**src/hdl/mandelbrot_escape_time_pixel_macros.svh**
```systemverilog
// ---------------------------------------------------------------------------
// Mandelbrot escape-time pixel: assertion macros
// Shared assertion forms, clocked on clk and disabled while rst is high.
// ---------------------------------------------------------------------------
`ifndef MANDELBROT_ESCAPE_TIME_PIXEL_MACROS_SVH
`define MANDELBROT_ESCAPE_TIME_PIXEL_MACROS_SVH

// Same-cycle implication
`define MBROT_ASSERT_IMP(label, ante, cons, msg) \
  label: assert property (@(posedge clk) disable iff (rst) (ante) |-> (cons)) \
    else $error(msg);

// Next-cycle implication
`define MBROT_ASSERT_NXT(label, ante, cons, msg) \
  label: assert property (@(posedge clk) disable iff (rst) (ante) |=> (cons)) \
    else $error(msg);

`endif

```
**src/hdl/mbrot_pkg.sv**
```systemverilog
// ---------------------------------------------------------------------------
// mbrot_pkg
// Constants shared by the escape-time pixel block and its channel interfaces.
// ---------------------------------------------------------------------------
package mbrot_pkg;

  // Default parameter values
  localparam int COORD_BITS_DEF = 12;
  localparam int FRAC_BITS_DEF  = 28;
  localparam int COUNT_BITS_DEF = 16;

  // Configuration register widths
  localparam int DIM_BITS       = 13;
  localparam int LIMIT_BITS     = 16;
  localparam int CFG_DATA_BITS  = 16;
  localparam int CFG_INDEX_BITS = 2;

  // Configuration register indexes
  localparam logic [CFG_INDEX_BITS-1:0] CFG_IMAGE_ROWS      = 2'd0;
  localparam logic [CFG_INDEX_BITS-1:0] CFG_IMAGE_COLUMNS   = 2'd1;
  localparam logic [CFG_INDEX_BITS-1:0] CFG_ITERATION_LIMIT = 2'd2;

  // Reset values
  localparam logic [DIM_BITS-1:0]   IMAGE_ROWS_RST      = 13'd64;
  localparam logic [DIM_BITS-1:0]   IMAGE_COLUMNS_RST   = 13'd64;
  localparam logic [LIMIT_BITS-1:0] ITERATION_LIMIT_RST = 16'd256;

endpackage

```
**src/hdl/mbrot_if.sv**
```systemverilog
// ---------------------------------------------------------------------------
// mbrot channel interfaces
// Valid/ready channels for pixel coordinates in and escape results out.
// ---------------------------------------------------------------------------
interface mbrot_pixel_if #(
  parameter int COORD_BITS = 12
);
  logic                  valid;
  logic                  ready;
  logic [COORD_BITS-1:0] row_index;
  logic [COORD_BITS-1:0] column_index;

  modport source (output valid, row_index, column_index, input ready);
  modport sink   (input valid, row_index, column_index, output ready);
endinterface

interface mbrot_result_if #(
  parameter int COUNT_BITS = 16
);
  logic                  valid;
  logic                  ready;
  logic                  inside_set;
  logic [COUNT_BITS-1:0] iteration_count;

  modport source (output valid, inside_set, iteration_count, input ready);
  modport sink   (input valid, inside_set, iteration_count, output ready);
endinterface

```
**src/hdl/mandelbrot_escape_time_pixel.sv**
```systemverilog
// ---------------------------------------------------------------------------
// mandelbrot_escape_time_pixel
// Escape-time count for one pixel of the Mandelbrot set in signed fixed point.
// ---------------------------------------------------------------------------
// Usage:
//   pixel  : valid/ready channel carrying row_index and column_index. One
//            transaction is accepted only while the block is idle.
//   result : valid/ready channel carrying inside_set and iteration_count,
//            held in an output register until the receiver takes it.
//   cfg    : write-only port; the user writes image_rows, image_columns and
//            iteration_limit only while idle; the block does not enforce it.
// Sequence: two restoring divisions (COORD_BITS+FRAC_BITS+1 steps each, each
//   followed by a mapping state) set the coordinates. Each z = z*z + c step
//   passes S_MUL_RR, S_MUL_II and S_CHECK, sharing the one multiplier, then
//   S_UPDATE; once z escapes or the count reaches the limit, S_CHECK goes on
//   to S_EMIT instead.
// Throughput: one pixel at a time; ready returns at the same edge that
//   loads the result into the output register.
// Reset: rst (synchronous) returns the sequencer to idle, empties the output
//   register and restores the configuration defaults (64, 64, 256).
// Stall: a finished result waits in the sequencer until the output register
//   is free, and no new pixel is taken meanwhile.
// ---------------------------------------------------------------------------
`include "mandelbrot_escape_time_pixel_macros.svh"

module mandelbrot_escape_time_pixel
  import mbrot_pkg::*;
#(
  parameter int COORD_BITS = COORD_BITS_DEF,
  parameter int FRAC_BITS  = FRAC_BITS_DEF,
  parameter int COUNT_BITS = COUNT_BITS_DEF
) (
  input  logic                      clk,
  input  logic                      rst,
  mbrot_pixel_if.sink               pixel,
  mbrot_result_if.source            result,
  input  logic                      cfg_write_enable,
  input  logic [CFG_INDEX_BITS-1:0] cfg_index,
  input  logic [CFG_DATA_BITS-1:0]  cfg_data
);

  // Widths: z values, products, dividend/quotient, step counter
  localparam int ZW      = FRAC_BITS + 4;
  localparam int PW      = 2 * ZW;
  localparam int DW      = COORD_BITS + FRAC_BITS + 1;
  localparam int CW      = $clog2(DW);
  localparam int LIM_EXT = (COUNT_BITS > LIMIT_BITS) ? COUNT_BITS : LIMIT_BITS;

  localparam logic signed [PW-1:0] FX_MAX = PW'((64'sd1 <<< (FRAC_BITS + 3)) - 64'sd1);
  localparam logic signed [PW-1:0] FX_MIN = -PW'(64'sd1 <<< (FRAC_BITS + 3));
  localparam logic        [PW-1:0] FOUR   = PW'(1) << (2 * FRAC_BITS + 2);
  localparam logic signed [DW:0]   Q_MAX  = (DW + 1)'((64'sd1 <<< (FRAC_BITS + 3)) - 64'sd1);
  localparam logic signed [DW:0]   OFF_RE = (DW + 1)'(64'sd3 <<< (FRAC_BITS - 1));
  localparam logic signed [DW:0]   OFF_IM = (DW + 1)'(64'sd1 <<< FRAC_BITS);
  localparam logic        [CW-1:0] LAST_STEP = CW'(DW - 1);

  typedef enum logic [7:0] {
    S_IDLE   = 8'b0000_0001,
    S_DIV    = 8'b0000_0010,
    S_MAP    = 8'b0000_0100,
    S_MUL_RR = 8'b0000_1000,
    S_MUL_II = 8'b0001_0000,
    S_CHECK  = 8'b0010_0000,
    S_UPDATE = 8'b0100_0000,
    S_EMIT   = 8'b1000_0000
  } state_t;

  // Saturate a wide signed value to the z range
  function automatic logic signed [ZW-1:0] sat_z(input logic signed [PW-1:0] v);
    if (v > FX_MAX) return FX_MAX[ZW-1:0];
    if (v < FX_MIN) return FX_MIN[ZW-1:0];
    return v[ZW-1:0];
  endfunction

  state_t state;

  // Configuration registers
  logic [DIM_BITS-1:0]   image_rows;
  logic [DIM_BITS-1:0]   image_columns;
  logic [LIMIT_BITS-1:0] iteration_limit;

  // Captured pixel row
  logic [COORD_BITS-1:0] row_q;

  // Divider
  logic                div_sel;   // 0: real (column), 1: imaginary (row)
  logic [DW-1:0]       div_num;
  logic [DIM_BITS-1:0] div_rem;
  logic [DW-1:0]       div_quo;
  logic [CW-1:0]       div_cnt;

  // Iteration state
  logic signed [ZW-1:0] cr, ci, zr, zi;
  logic signed [PW-1:0] rr, ii, ri, diff;
  logic [COUNT_BITS-1:0] n;

  // Output register
  logic                  out_valid;
  logic                  out_inside;
  logic [COUNT_BITS-1:0] out_count;

  // Configuration writes
  always_ff @(posedge clk) begin
    if (rst) begin
      image_rows      <= IMAGE_ROWS_RST;
      image_columns   <= IMAGE_COLUMNS_RST;
      iteration_limit <= ITERATION_LIMIT_RST;
    end else if (cfg_write_enable) begin
      unique case (cfg_index)
        CFG_IMAGE_ROWS:      image_rows      <= cfg_data[DIM_BITS-1:0];
        CFG_IMAGE_COLUMNS:   image_columns   <= cfg_data[DIM_BITS-1:0];
        CFG_ITERATION_LIMIT: iteration_limit <= cfg_data[LIMIT_BITS-1:0];
        default: ;
      endcase
    end
  end

  // Effective limit at counter width
  logic [LIM_EXT-1:0]    limit_ext;
  logic [COUNT_BITS-1:0] limit;
  assign limit_ext = LIM_EXT'(iteration_limit);
  assign limit     = limit_ext[COUNT_BITS-1:0];

  // Divider step: restoring, one quotient bit per cycle; zero divisor counts as 1
  logic [DIM_BITS-1:0] dvs_raw, dvs;
  logic [DIM_BITS:0]   trial;
  logic                trial_ge;
  logic [DIM_BITS:0]   trial_sub;
  assign dvs_raw   = div_sel ? image_rows : image_columns;
  assign dvs       = (dvs_raw == '0) ? DIM_BITS'(1) : dvs_raw;
  assign trial     = {div_rem, div_num[DW-1]};
  assign trial_ge  = trial >= {1'b0, dvs};
  assign trial_sub = trial - {1'b0, dvs};

  // Quotient minus offset, saturated at the top (never below the bottom)
  logic signed [DW:0]   q_off;
  logic signed [ZW-1:0] coord;
  assign q_off = $signed({1'b0, div_quo}) - (div_sel ? OFF_IM : OFF_RE);
  assign coord = (q_off > Q_MAX) ? Q_MAX[ZW-1:0] : q_off[ZW-1:0];

  // Shared multiplier
  logic signed [ZW-1:0] mul_a, mul_b;
  logic signed [PW-1:0] mul_p;
  assign mul_a = (state == S_MUL_II) ? zi : zr;
  assign mul_b = (state == S_MUL_RR) ? zr : zi;
  assign mul_p = mul_a * mul_b;

  // Escape test and counter
  logic [PW-1:0]         mag2;
  logic                  escaped;
  logic [COUNT_BITS-1:0] n_inc;
  assign mag2    = $unsigned(rr) + $unsigned(ii);
  assign escaped = mag2 >= FOUR;
  assign n_inc   = n + 1'b1;

  // z update, floor shift then add c
  logic signed [PW-1:0] nr_wide, ni_wide;
  assign nr_wide = (diff >>> FRAC_BITS) + PW'(cr);
  assign ni_wide = (ri >>> (FRAC_BITS - 1)) + PW'(ci);

  logic out_free;
  assign out_free = !out_valid || result.ready;

  // Sequencer
  always_ff @(posedge clk) begin
    if (rst) begin
      state <= S_IDLE;
    end else begin
      unique case (state)
        S_IDLE:   if (pixel.valid) state <= S_DIV;
        S_DIV:    if (div_cnt == LAST_STEP) state <= S_MAP;
        S_MAP:    state <= div_sel ? S_MUL_RR : S_DIV;
        S_MUL_RR: state <= S_MUL_II;
        S_MUL_II: state <= S_CHECK;
        S_CHECK:  state <= (escaped || n_inc >= limit) ? S_EMIT : S_UPDATE;
        S_UPDATE: state <= S_MUL_RR;
        S_EMIT:   if (out_free) state <= S_IDLE;
        default:  state <= S_IDLE;
      endcase
    end
  end

  // Datapath
  always_ff @(posedge clk) begin
    unique case (state)
      S_IDLE: begin
        row_q   <= pixel.row_index;
        div_sel <= 1'b0;
        div_num <= {pixel.column_index, {(FRAC_BITS + 1){1'b0}}};
        div_rem <= '0;
        div_cnt <= '0;
      end
      S_DIV: begin
        div_rem <= trial_ge ? trial_sub[DIM_BITS-1:0] : trial[DIM_BITS-1:0];
        div_quo <= {div_quo[DW-2:0], trial_ge};
        div_num <= div_num << 1;
        div_cnt <= div_cnt + 1'b1;
      end
      S_MAP: begin
        if (div_sel) begin
          ci <= coord;
          zr <= '0;
          zi <= '0;
          n  <= '0;
        end else begin
          cr      <= coord;
          div_sel <= 1'b1;
          div_num <= {row_q, {(FRAC_BITS + 1){1'b0}}};
          div_rem <= '0;
          div_cnt <= '0;
        end
      end
      S_MUL_RR: rr <= mul_p;
      S_MUL_II: ii <= mul_p;
      S_CHECK: begin
        ri   <= mul_p;
        diff <= rr - ii;
        if (!escaped) n <= n_inc;
      end
      S_UPDATE: begin
        zr <= sat_z(nr_wide);
        zi <= sat_z(ni_wide);
      end
      S_EMIT: ;
      default: ;
    endcase
  end

  // Output register
  always_ff @(posedge clk) begin
    if (rst) begin
      out_valid <= 1'b0;
    end else if (state == S_EMIT && out_free) begin
      out_valid <= 1'b1;
    end else if (result.ready) begin
      out_valid <= 1'b0;
    end
  end

  always_ff @(posedge clk) begin
    if (state == S_EMIT && out_free) begin
      out_count  <= n;
      out_inside <= (n == limit);
    end
  end

  assign pixel.ready            = (state == S_IDLE);
  assign result.valid           = out_valid;
  assign result.inside_set      = out_inside;
  assign result.iteration_count = out_count;

  // Checks
  `MBROT_ASSERT_IMP(a_count_below_limit, state == S_CHECK, (n < limit) || (limit == '0),
    "counter reached the limit without stopping")
  `MBROT_ASSERT_IMP(a_update_bounded, state == S_UPDATE, mag2 < FOUR,
    "z updated after escape")
  `MBROT_ASSERT_NXT(a_iter_start_clear, (state == S_MAP) && div_sel,
    (zr == '0) && (zi == '0) && (n == '0), "iteration did not start from zero")
  `MBROT_ASSERT_IMP(a_inside_at_limit, result.valid && result.inside_set,
    result.iteration_count == limit, "inside flag without the count at the limit")

endmodule

```
**src/flat_wrapper.sv**
```systemverilog
// flat-port wrapper written by rule: the top's interface ports become plain ports
module mandelbrot_escape_time_pixel_flat import mbrot_pkg::*;
#(
  parameter int COORD_BITS = COORD_BITS_DEF,
  parameter int FRAC_BITS  = FRAC_BITS_DEF,
  parameter int COUNT_BITS = COUNT_BITS_DEF
)
  (clk, rst, cfg_write_enable, cfg_index, cfg_data, pixel_valid, pixel_row_index, pixel_column_index, pixel_ready, result_valid, result_inside_set, result_iteration_count, result_ready);
  mbrot_pixel_if #(.COORD_BITS(COORD_BITS)) pixel_i ();
  mbrot_result_if #(.COUNT_BITS(COUNT_BITS)) result_i ();
  input  logic clk;
  input  logic rst;
  input  logic cfg_write_enable;
  input  logic [CFG_INDEX_BITS-1:0] cfg_index;
  input  logic [CFG_DATA_BITS-1:0] cfg_data;
  input wire logic [$bits(pixel_i.valid)-1:0] pixel_valid;
  input wire logic [$bits(pixel_i.row_index)-1:0] pixel_row_index;
  input wire logic [$bits(pixel_i.column_index)-1:0] pixel_column_index;
  output wire logic [$bits(pixel_i.ready)-1:0] pixel_ready;
  output wire logic [$bits(result_i.valid)-1:0] result_valid;
  output wire logic [$bits(result_i.inside_set)-1:0] result_inside_set;
  output wire logic [$bits(result_i.iteration_count)-1:0] result_iteration_count;
  input wire logic [$bits(result_i.ready)-1:0] result_ready;
  assign pixel_i.valid = pixel_valid;
  assign pixel_i.row_index = pixel_row_index;
  assign pixel_i.column_index = pixel_column_index;
  assign pixel_ready = pixel_i.ready;
  assign result_valid = result_i.valid;
  assign result_inside_set = result_i.inside_set;
  assign result_iteration_count = result_i.iteration_count;
  assign result_i.ready = result_ready;
  mandelbrot_escape_time_pixel #(.COORD_BITS(COORD_BITS), .FRAC_BITS(FRAC_BITS), .COUNT_BITS(COUNT_BITS)) u_core (.clk(clk), .rst(rst), .pixel(pixel_i), .result(result_i), .cfg_write_enable(cfg_write_enable), .cfg_index(cfg_index), .cfg_data(cfg_data));
endmodule
```
**config.mk**
```make
export PLATFORM = sky130hd
export DESIGN_NAME = mandelbrot_escape_time_pixel_flat
export DESIGN_NICKNAME = d
export VERILOG_FILES = /design/src/hdl/mbrot_pkg.sv /design/src/hdl/mbrot_if.sv /design/src/hdl/mandelbrot_escape_time_pixel.sv /design/src/flat_wrapper.sv
export VERILOG_INCLUDE_DIRS = /design/src /design/src/hdl
export SDC_FILE = /design/constraint.sdc
export NUM_CORES = 2
export LEC_CHECK = 0
export BUFFER_PORTS_ARGS = -buffer_cell sky130_fd_sc_hd__buf_2
export CORE_UTILIZATION = 67
export DETAILED_ROUTE_END_ITERATION = 10
export GPL_ROUTABILITY_DRIVEN = 0
export PLACE_DENSITY = 0.84
export RECOVER_POWER = 50
export SLEW_MARGIN = 20
export SYNTH_ARGS = -nofsm -noshare
export SYNTH_HDL_FRONTEND = slang
export SYNTH_SLANG_ARGS = --single-unit
```
**constraint.sdc**
```tcl
create_clock -name clk -period 15 [get_ports clk]
set_clock_uncertainty 0.2 [all_clocks]
set_input_delay 3.75 -clock clk [delete_from_list [all_inputs] [get_ports clk]]
set_output_delay 3.75 -clock clk [all_outputs]
set_load 0.005 [all_outputs]
```
==> key figures <==
Status
  – Status: finished, violations left
  – Failing checks: capacitance limit, slew limit

Place
  – I/O Buffers: 65
  – HPWL after DPL: 141000 microns

STA
  – Final Hold Fails: 0
  – Worst-Margin Slew: between 4 and 5 ns
  – Setup repair after global routing missed its margin: false
  – Fmax: 79.1 MHz
  – Max-slew headroom: -2.13
  – Fin Setup TNS: 0 ns
  – Worst hold slack: 0.246 ns
  – Tmin final: approximately 13 ns
  – Final Slew Violations: 357
  – Final Setup Violations: 0
  – Crit share post-route: 0.843

Drt
  – Vias: 49883
  – First-pass iteration count of the detailed router: 8
  – DRC: 0
  – Detailed-route wire length: about 190000 microns
  – Drt via density: 6.26
  – Antenna viol nets, final: 0
  – Wire length per cell: 23.2 microns
  – First-iteration detailed-routing DRC count: 4978

Die
  – Core footprint: between 90000 and 100000 sq um
  – Cell row count: 113
  – Initial Util: 0.676
  – Die extent in x: 312 microns
  – Die height: a little over 300 microns
  – Ports: 66
  – DIE AREA: approximately 97000 sq um

Setup path
  – Worst Path Max Fanout: 30
  – Worst path slowest cell: clkinvlp_2
  – Worst Path Arrival: 12.82 ns
  – Crit path largest cell delay: 1.31 ns
  – CP required: 15.18 ns
  – CP startpoint kind: register
  – Critical Setup Path Class: reg -> reg
  – Most frequent CP cell: fa_1
  – Worst Setup End Kind: register

Final layout
  – Area growth syn-to-layout: 5.70%
  – Number of nets in the layout: 8208
  – Ratio of cells with drive above 1 in the final layout: 0.0494
  – # fillers: between 6000 and 7000

Clocking
  – Clk buf depth: 3
  – Clock transition at path regs: 0.06 ns
  – Clock Sinks: about 500
  – CTS tree: done
  – Number of H-tree levels: 2
  – Cts repair resizes: 0
  – Root buffer cell: clkbuf_16
  – # Post-CTS Setup Buffers: 0
  – Hold Buf Count CTS: 0
  – TritonCTS buffer count: 52
  – Worst skew pair latency: 0.65 ns

Logic synthesis
  – Asr flop ratio synth: 0
  – Net Count, Synth: between 8000 and 9000
  – Cells after Synth: 6699
  – Syn avg cell area: 9.58 sq um
  – Top cells by area, synth: fa_1, edfxtp_1, ha_1
  – Number of synthesized register bits: 498
  – Sequential share of the synthesized area: 0.225
  – Main synth FF type: edfxtp_1
  – Post-synth top area cell: fa_1
  – Post-synth EDFFs: around 450
  – Yosys cell types: 98
  – Synth Warn #: 0
  – Post-synth top area share: 0.339
  – Mapped Area: roughly 64000 sq um

Global route
  – GRT Total Usage: 0.392
  – First-pass GRT wire length: 290000 microns
  – Initial antenna violation count: 7
  – GRT overflow: 0
  – Largest net degree at the start of global routing: 79
  – Vias in the first global route: between 50000 and 60000

Power
  – Maximum vdd drop: ~0.23 mV
  – PwrDens: 105 nW/um^2
  – Pleak: 0.0316 uW

Hold path
  – Hold crit path type: reg -> reg

Run
  – Max_cap viols: 8
==> logic make-up (layout without fill, tap and decap cells) <==
family | Yosys count | count (layout) | synth area share
other | 0 | 7 | 0
flip-flops | 498 | 498 | 0.225
AND/OR/NAND/NOR | 2052 | 2052 | 0.138
buffers and inverters | 1472 | 1472 | 0.0870
multiplexers | 88 | 88 | 0.0138
XOR/XNOR | 206 | 206 | 0.0282
adder cells (fa/ha/maj) | 1503 | 1503 | 0.420
AO/OA/AOI/OAI | 880 | 880 | 0.0883
==> Yosys cell counts, drive strengths merged, types with 35 or more instances <==
cell type and count:
a21o 123, a21oi 324, buf 38, clkbuf 226
dfxtp 51, edfxtp 447, fa 1086, ha 417
inv 1208, mux2i 85, nand2 877, nand2b 90
nand3 56, nand4 43, nor2 712, nor2b 60
nor3 51, nor4 35, o21a 36, o21ai 139
o21bai 40, xnor2 142, xor2 64
==> where the power goes <==
part           switching (uW)  internal (uW)
sequential               48.3           1980
combinational            2560           1220
clock                     571            733
total                    3180           3930
==> critical path, delay by kind of cell, from the launching register on <==
kind,cells,cell delay (ns)
DFF,1,0.39
muxes,1,0.37
AOI/OAI and AO/OA,7,1.58
buffers and inverters,8,2.94
and+or+nand+nor,8,1.44
adders and majority gates,9,5.41
==> cell type report <==
cell class	instances	area [sq um]	share of cell area
multi-input cells	4729	44500	0.656
flip-flops and latches	498	14400	0.213
inverters	1208	4540	0.0669
well taps	1265	1580	0.0233
clock buffers	72	1450	0.0214
repair buffers	169	1070	0.0158
clock inverters	23	249	0.00367
diodes	7	17.5	0.000258
==> final timing paths <==
kind,startpoint,end,slack (ns),cells after the start
worst max-delay path,u_core.state[6]$_SDFFE_PP0P_,u_core.ri[61]$_DFFE_PN_,2.35,33
worst min register to register,u_core.div_quo[3]$_DFFE_PN_,u_core.div_quo[4]$_DFFE_PN_,0.25,0
worst min-delay path,u_core.div_quo[3]$_DFFE_PN_,u_core.div_quo[4]$_DFFE_PN_,0.25,0
worst max register to register,u_core.state[6]$_SDFFE_PP0P_,u_core.ri[61]$_DFFE_PN_,2.35,33
==> registers in the layout (all words and copies together), names as in the netlist, 16 cells and up <==
signal	flops
u_core.ci	32
u_core.ii	64
u_core.ri	37
u_core.n	16
u_core.diff	36
u_core.div_quo	41
u_core.cr	32
u_core.rr	64
u_core.zr	32
u_core.zi	32
u_core.iteration_limit	16
u_core.result.iteration_count	16
==> placed cells by master, fill, tap and decap left out, types with 42 or more instances in the layout <==
cell type	n
inv_1	1203
fa_1	1086
nand2_1	874
nor2_1	712
edfxtp_1	447
ha_1	417
a21oi_1	320
xnor2_1	142
o21ai_0	124
a21o_1	120
buf_4	95
nand2b_1	90
buf_2	65
xor2_1	63
nor2b_1	60
nand3_1	55
clkbuf_16	54
nor3_1	51
mux2i_1	51
dfxtp_1	51
nand4_1	42
==> metal layers <==
layer | GRT usage | up-vias | part of all wire
li1 | - | 21138 | -
met1 | 0.461 | 24342 | 0.33
met2 | 0.602 | 3396 | 0.45
met3 | 0.118 | 1001 | 0.12
met4 | 0.310 | 6 | 0.095
met5 | 0 | - | 0.0011
==> through the flow <==
step / worst slack [ns] / area [sq um] / util / total power, uW / std cells
5_1_grt: 1.81 / 67800 / 0.714 / 7340 / 7966
4_1_cts: 3.47 / 67900 / 0.714 / 6960 / 7964
2_1_floorplan: 3.86 / 64200 / - / 4330 / 6699
6_report: 2.35 / 67900 / 0.714 / 7110 / 7971
3_3_place_gp: 3.86 / 66100 / 0.696 / 5540 / 7869
3_5_place_dp: 3.52 / 66200 / 0.696 / 5640 / 7869
(Power assumes the default switching activity.)
